File: src/sv/nearest_neighbor_route_builder_macros.svh
// ----------------------------------------------------------------------------
// nearest_neighbor_route_builder_macros.svh
// Assertion helpers shared by the route builder RTL.
// ----------------------------------------------------------------------------
`ifndef NEAREST_NEIGHBOR_ROUTE_BUILDER_MACROS_SVH
`define NEAREST_NEIGHBOR_ROUTE_BUILDER_MACROS_SVH

// Plain property, sampled on clk, off during reset
`define NNRB_ASSERT(lbl, prop, msg) \
	lbl: assert property (@(posedge clk) disable iff (!arst_n) (prop)) else $error(msg);

// Same-cycle implication
`define NNRB_ASSERT_IMP(lbl, ante, cons, msg) \
	lbl: assert property (@(posedge clk) disable iff (!arst_n) (ante) |-> (cons)) \
		else $error(msg);

`endif

File: src/sv/nnrb_pkg.sv
// ----------------------------------------------------------------------------
// nnrb_pkg
// Shared types and constants of the nearest neighbor route builder.
// ----------------------------------------------------------------------------
package nnrb_pkg;

	// default sizing
	localparam int MAX_NODES_DEF   = 64;
	localparam int COORD_BITS_DEF  = 16;
	localparam int DEMAND_BITS_DEF = 16;

	// fixed field widths
	localparam int ID_W      = 7;
	localparam int LEG_W     = 17;
	localparam int CFG_IDX_W = 2;
	localparam int CFG_DAT_W = 16;

	// configuration register indexes
	localparam logic [CFG_IDX_W-1:0] CFG_NODE_COUNT = 2'd0;
	localparam logic [CFG_IDX_W-1:0] CFG_DEPOT      = 2'd1;
	localparam logic [CFG_IDX_W-1:0] CFG_CAPACITY   = 2'd2;

	// input opcodes
	localparam logic OP_LOAD  = 1'b0;
	localparam logic OP_START = 1'b1;

	// sequencer states
	typedef enum logic [2:0] {
		ST_IDLE,
		ST_SETCUR,
		ST_USECUR,
		ST_SCAN,
		ST_DRAIN
	} state_t;

	// control tag that travels with each distance evaluation
	typedef struct packed {
		logic vld;
		logic last;
		logic skip;
	} tag_t;

endpackage

File: src/sv/nnrb_sqrt_cell.sv
// ----------------------------------------------------------------------------
// nnrb_sqrt_cell
// One digit step of a restoring square root; registered toward the next cell.
// ----------------------------------------------------------------------------
module nnrb_sqrt_cell import nnrb_pkg::*; #(
	parameter int CB = COORD_BITS_DEF,
	parameter int IW = 6
) (
	input  logic              clk,
	input  logic              arst_n,
	input  tag_t              tag_i,
	input  logic [IW-1:0]     idx_i,
	input  logic [2*CB+1:0]   num_i,
	input  logic [CB+3:0]     rem_i,
	input  logic [CB:0]       root_i,
	output tag_t              tag_o,
	output logic [IW-1:0]     idx_o,
	output logic [2*CB+1:0]   num_o,
	output logic [CB+3:0]     rem_o,
	output logic [CB:0]       root_o
);

	localparam int NW = 2*CB + 2;
	localparam int RW = CB + 4;

	logic [RW-1:0] rem_sh;
	logic [RW-1:0] trial;
	logic          fits;

	// bring down the next two bits and try (root << 2) | 1
	always_comb begin
		rem_sh = {rem_i[RW-3:0], num_i[NW-1:NW-2]};
		trial  = {1'b0, root_i, 2'b01};
		fits   = (rem_sh >= trial);
	end

	always_ff @(posedge clk or negedge arst_n) begin
		if (!arst_n) begin
			tag_o <= '0;
		end else begin
			tag_o <= tag_i;
		end
	end

	always_ff @(posedge clk) begin
		idx_o  <= idx_i;
		num_o  <= {num_i[NW-3:0], 2'b00};
		rem_o  <= fits ? (rem_sh - trial) : rem_sh;
		root_o <= {root_i[CB-1:0], fits};
	end

endmodule

File: src/sv/nnrb_dist_pipe.sv
// ----------------------------------------------------------------------------
// nnrb_dist_pipe
// Rounded Euclidean distance: difference, square, sum, a chain of root cells.
// ----------------------------------------------------------------------------
module nnrb_dist_pipe import nnrb_pkg::*; #(
	parameter int CB = COORD_BITS_DEF,
	parameter int IW = 6
) (
	input  logic            clk,
	input  logic            arst_n,
	input  tag_t            tag_i,
	input  logic [IW-1:0]   idx_i,
	input  logic [CB-1:0]   px,
	input  logic [CB-1:0]   py,
	input  logic [CB-1:0]   cx,
	input  logic [CB-1:0]   cy,
	output tag_t            tag_o,
	output logic [IW-1:0]   idx_o,
	output logic [CB+1:0]   dist_o
);

	localparam int NW = 2*CB + 2;
	localparam int RW = CB + 4;
	localparam int QW = CB + 1;
	localparam int NC = CB + 1;

	tag_t            tag_s1, tag_s2, tag_s3, tag_s4;
	logic [IW-1:0]   idx_s1, idx_s2, idx_s3, idx_s4;
	logic [CB-1:0]   dx_s1, dy_s1;
	logic [2*CB-1:0] sx_s2, sy_s2;
	logic [NW-1:0]   sum_s3;
	logic [CB+1:0]   dist_s4;

	tag_t            c_tag  [NC+1];
	logic [IW-1:0]   c_idx  [NC+1];
	logic [NW-1:0]   c_num  [NC+1];
	logic [RW-1:0]   c_rem  [NC+1];
	logic [QW-1:0]   c_root [NC+1];

	// control tags of the front stages and the output stage
	always_ff @(posedge clk or negedge arst_n) begin
		if (!arst_n) begin
			tag_s1 <= '0;
			tag_s2 <= '0;
			tag_s3 <= '0;
			tag_s4 <= '0;
		end else begin
			tag_s1 <= tag_i;
			tag_s2 <= tag_s1;
			tag_s3 <= tag_s2;
			tag_s4 <= c_tag[NC];
		end
	end

	// absolute differences, squares, sum
	always_ff @(posedge clk) begin
		idx_s1 <= idx_i;
		dx_s1  <= (px > cx) ? (px - cx) : (cx - px);
		dy_s1  <= (py > cy) ? (py - cy) : (cy - py);
		idx_s2 <= idx_s1;
		sx_s2  <= dx_s1 * dx_s1;
		sy_s2  <= dy_s1 * dy_s1;
		idx_s3 <= idx_s2;
		sum_s3 <= NW'(sx_s2) + NW'(sy_s2);
	end

	assign c_tag[0]  = tag_s3;
	assign c_idx[0]  = idx_s3;
	assign c_num[0]  = sum_s3;
	assign c_rem[0]  = '0;
	assign c_root[0] = '0;

	// one root digit per cell
	for (genvar k = 0; k < NC; k++) begin : g_cell
		nnrb_sqrt_cell #(.CB(CB), .IW(IW)) u_cell (
			.clk    (clk),
			.arst_n (arst_n),
			.tag_i  (c_tag[k]),
			.idx_i  (c_idx[k]),
			.num_i  (c_num[k]),
			.rem_i  (c_rem[k]),
			.root_i (c_root[k]),
			.tag_o  (c_tag[k+1]),
			.idx_o  (c_idx[k+1]),
			.num_o  (c_num[k+1]),
			.rem_o  (c_rem[k+1]),
			.root_o (c_root[k+1])
		);
	end

	// round half up: remainder above root means the next integer
	always_ff @(posedge clk) begin
		idx_s4  <= c_idx[NC];
		dist_s4 <= (CB+2)'(c_root[NC]) + (CB+2)'(c_rem[NC] > RW'(c_root[NC]));
	end

	assign tag_o  = tag_s4;
	assign idx_o  = idx_s4;
	assign dist_o = dist_s4;

endmodule

File: config.mk
export PLATFORM = sky130hd
export DESIGN_NAME = nnrb_dist_pipe
export DESIGN_NICKNAME = d
export VERILOG_FILES = /design/src/sv/nearest_neighbor_route_builder_macros.svh /design/src/sv/nnrb_pkg.sv /design/src/sv/nnrb_sqrt_cell.sv /design/src/sv/nnrb_dist_pipe.sv
export SDC_FILE = /design/constraint.sdc
export NUM_CORES = 2
export LEC_CHECK = 0
export ABC_AREA = 1
export BUFFER_PORTS_ARGS = -buffer_cell sky130_fd_sc_hd__buf_2
export CORE_UTILIZATION = 45
export CTS_CLUSTER_SIZE = 14
export DETAILED_ROUTE_END_ITERATION = 10
export GPL_TIMING_DRIVEN = 0
export PLACE_DENSITY = 0.65
export SETUP_SLACK_MARGIN = 0.5
export SYNTH_ARGS = -nofsm -noshare
export SYNTH_HDL_FRONTEND = slang
export SYNTH_SLANG_ARGS = --single-unit
File: constraint.sdc
create_clock -name clk -period 7.7 [get_ports clk]
set_input_delay 0.385 -clock clk [delete_from_list [all_inputs] [get_ports clk]]
set_output_delay 0.385 -clock clk [all_outputs]
set_load 0.01 [all_outputs]
==> reports/results.tsv <==
metric	value	unit
run_status	finished, final reports clean	
asyncSetResetFlopFracSynth	6.040	%
cts_tree	done	
worst_hold_path.num_cells	3	
number_of_antenna_violations_at_the_first_check_in_global_routing	0	
gpl.final_weighted_congestion	0.8924	
cap_violations	0	
wire_length_of_the_first_global_routing_pass	217900	µm
hold_violations	0	
drt_drc_violations_left	0	
worstHoldEndpoint	dx_s1[0]$_DFF_P_	
r2r-end	sx_s2[23]$_DFF_P_	
port_buffers	101	
timing.hold.worst.class	input port to register	
grt-ovfl-total	0	
clock_insertion_delay_worst_skew	0.69	ns
root_buffer	sky130_fd_sc_hd__clkbuf_16	
design.portCount	102	
maxSlewHeadroom	49.32	%
drt-initial-drc-count	2979	
clock_path_buffers	3	
worstSetupStartpointType	register	
initial_core_util	45.62	%
yosysUniqueCellTypes	56	
ys_top_cells_by_count	sky130_fd_sc_hd__nand2_1 (2180), sky130_fd_sc_hd__inv_1 (1481), sky130_fd_sc_hd__dfxtp_1 (980)	
mappedNetlistArea	0.05944	mm²
post-route-period-util	85.39	%
finalCriticalPeriod	6.575	ns
min-delay-start	cx[0]	
synth_enable_flop_cells	0	
fp.dieArea	0.1336	mm²
track_usage	20.08	%
worst-r2r-setup-slack	1.12	ns
worst-endpoint-required	8.29	ns
synth_nets	8501	
critical_path.max_fanout	10	
post_drt_via_cell_ratio	4.799	
via_count	46340	
yosysSeqAreaShare	35.66	%
ys_ff_latch	1043	
ratio_of_cells_with_drive_above_1_in_the_final_layout	6.483	%
die_h	365.5	µm
worst_ep_arrival_time	7.16	ns
maxClockFrequency	152.1	MHz
cts_num_sinks	1043	
cts_buffers	104	
cells_after_synthesis	7610	
crit-reg2reg-launch	dx_s1[4]$_DFF_P_	
area_growth_syn_to_layout	10.86	%
setup.worst_path.end_class	register	
wire_per_inst	13.75	µm
postSynthAreaPerCell	7.811	µm²
antenna_left	0	
dr.pass1.iters	7	
totalNegativeSetupSlack	0	ns
setup_skew_after_layout	0.03205	ns
floorplan.core_area	0.1303	mm²
yosysWarningCount	0	
critPathKind	register to register	
postSynth.topFlopCell	sky130_fd_sc_hd__dfxtp_1	
htree_levels	3	
grt_pass1_vias	44880	
synth.most_common_cell	sky130_fd_sc_hd__nand2_1	
timing.final.max_slew_violations	0	
fillCellCount	12600	
nNetsFinal	8719	
setup_violations	0	
pin_count_of_the_biggest_net_entering_global_routing	64	
clkSlewWorstSetupHoldPaths	0.06	ns
die_width	365.5	µm
wirelength	132800	µm
synth_top_area_share	33.00	%
hpwlAfterDp	107800	µm
placementRows	132	
worst_r2r_path_depth	20	
insertedDiodeCount	0	
worst_pin_slew	0.7601	ns
yosys-top-cells-area	sky130_fd_sc_hd__dfxtp_1 (33%), sky130_fd_sc_hd__nand2_1 (14%), sky130_fd_sc_hd__fa_1 (11%)	
rsz0062_at_grt	false	
post-synth-top-area-cell	sky130_fd_sc_hd__dfxtp_1	
worst max-delay path, stage by stage, from the launching register on:
cell                       delay [ns]
sky130_fd_sc_hd__dfxtp_1         0.40
sky130_fd_sc_hd__clkbuf_1        0.42
sky130_fd_sc_hd__clkbuf_1        0.56
sky130_fd_sc_hd__nand2_1         0.23
sky130_fd_sc_hd__fa_1            0.59
sky130_fd_sc_hd__inv_1           0.06
sky130_fd_sc_hd__fa_1            0.50
sky130_fd_sc_hd__fa_1            0.52
sky130_fd_sc_hd__fa_1            0.53
sky130_fd_sc_hd__fa_1            0.54
sky130_fd_sc_hd__inv_1           0.05
sky130_fd_sc_hd__fa_1            0.52
sky130_fd_sc_hd__inv_1           0.04
sky130_fd_sc_hd__ha_1            0.39
sky130_fd_sc_hd__nand2_1         0.12
sky130_fd_sc_hd__nor2_1          0.19
sky130_fd_sc_hd__inv_1           0.09
sky130_fd_sc_hd__nor3_1          0.29
sky130_fd_sc_hd__nand4_1         0.20
sky130_fd_sc_hd__nand4_1         0.14
sky130_fd_sc_hd__nand2_1         0.06
cell type report:
class	count	area [µm²]	area share, %
Multi-Input combinational cell	4948	31930	48.45
Sequential cell	1043	21200	32.16
Inverter	1507	5672	8.607
Clock buffer	142	2957	4.487
Tap cell	1742	2180	3.307
Clock inverter	49	701.9	1.065
Buffer	112	648.1	0.9835
Timing Repair Buffer	112	618.1	0.9379
per-stage QoR:
step	setup WS [ns]	cell area, µm²	utilization, %	std cells	hold slack (ns)
final	1.125	65900	50.57	9655	0.08611
after global placement	1.181	62130	47.68	9453	0.3095
after detailed placement	1.180	62130	47.68	9453	0.3121
after CTS	1.149	65900	50.57	9655	0.03696
after floorplan	2.273	59440	-	7610	0.08941
after global routing	0.7748	65900	50.57	9655	0.07252
timing repair:
| item | CTS | global route |
|---|---|---|
| setup buffers | 0 | 0 |
| hold buffers | 11 | 0 |
| gates resized for setup | 0 | 0 |
| endpoints found under the hold margin | 73 | 0 |
sequential cells by signal (all words and copies together) (netlist names), 16 cells and up:
register and flops:
dx_s1 16, g_cell.u_cell.num_o 272, g_cell.u_cell.root_o 153, sy_s2 31, sum_s3 33, g_cell.u_cell.rem_o 284
g_cell.u_cell.idx_o 102, dist_o 18, g_cell.u_cell.tag_o 51, sx_s2 31, dy_s1 16
cells by family (layout without fill, tap and decap cells):
logic type | after synthesis | in the layout | synth area share, %
DFF | 1043 | 1043 | 35.66
adders and majority gates | 816 | 816 | 21.37
other | 1 | 1 | 0.006309
xor gates and xnor gates | 225 | 225 | 3.315
buffers and inverters | 1619 | 1922 | 10.63
AOI/OAI and AO/OA | 608 | 608 | 5.826
muxes | 1 | 1 | 0.01894
and+or+nand+nor | 3297 | 3297 | 23.18
how the worst max path moves through the flow:
| stage | startpoint | endpoint | cells after the start |
|---|---|---|---|
| finish | dx_s1[4]$_DFF_P_ | sx_s2[23]$_DFF_P_ | 20 |
| global route | dx_s1[4]$_DFF_P_ | sx_s2[23]$_DFF_P_ | 21 |
| CTS | dx_s1[4]$_DFF_P_ | sx_s2[23]$_DFF_P_ | 20 |
| detailed placement | dx_s1[4]$_DFF_P_ | sx_s2[23]$_DFF_P_ | 20 |
| global placement | dx_s1[4]$_DFF_P_ | sx_s2[23]$_DFF_P_ | 20 |
| floorplan | dx_s1[4]$_DFF_P_ | sx_s2[25]$_DFF_P_ | 20 |
cell usage in the layout (no fill, tap or decap), drive strengths merged, types with 4 or more instances in the layout:
| cell | instances |
|---|---|
| nand4 | 91 |
| a21boi | 6 |
| bufinv | 12 |
| o211ai | 4 |
| nor3 | 62 |
| clkbuf | 207 |
| nand2 | 2221 |
| a21oi | 335 |
| clkinv | 21 |
| o21bai | 25 |
| a21o | 7 |
| nand3b | 62 |
| buf | 148 |
| and2 | 10 |
| nor4 | 8 |
| dlygate4sd3 | 11 |
| fa | 332 |
| nand3 | 340 |
| or2 | 8 |
| inv | 1517 |
| clkinvlp | 6 |
| dfrtp | 63 |
| xor2 | 171 |
| xnor2 | 54 |
| dfxtp | 980 |
| o21a | 11 |
| ha | 484 |
| nor2 | 489 |
| o21ai | 215 |
layer usage:
| layer | share of wire, % | up-vias | track usage [%] |
|---|---|---|---|
| met5 | 0 | - | 0 |
| met4 | 2.6 | 0 | 6.686 |
| met1 | 45 | 21400 | 25.85 |
| met3 | 4.5 | 208 | 2.366 |
| li1 | - | 23700 | - |
| met2 | 48 | 1023 | 34.79 |
Power is not shown: default switching activity piles up to over one toggle a cycle in this logic, so the estimate is an artifact.
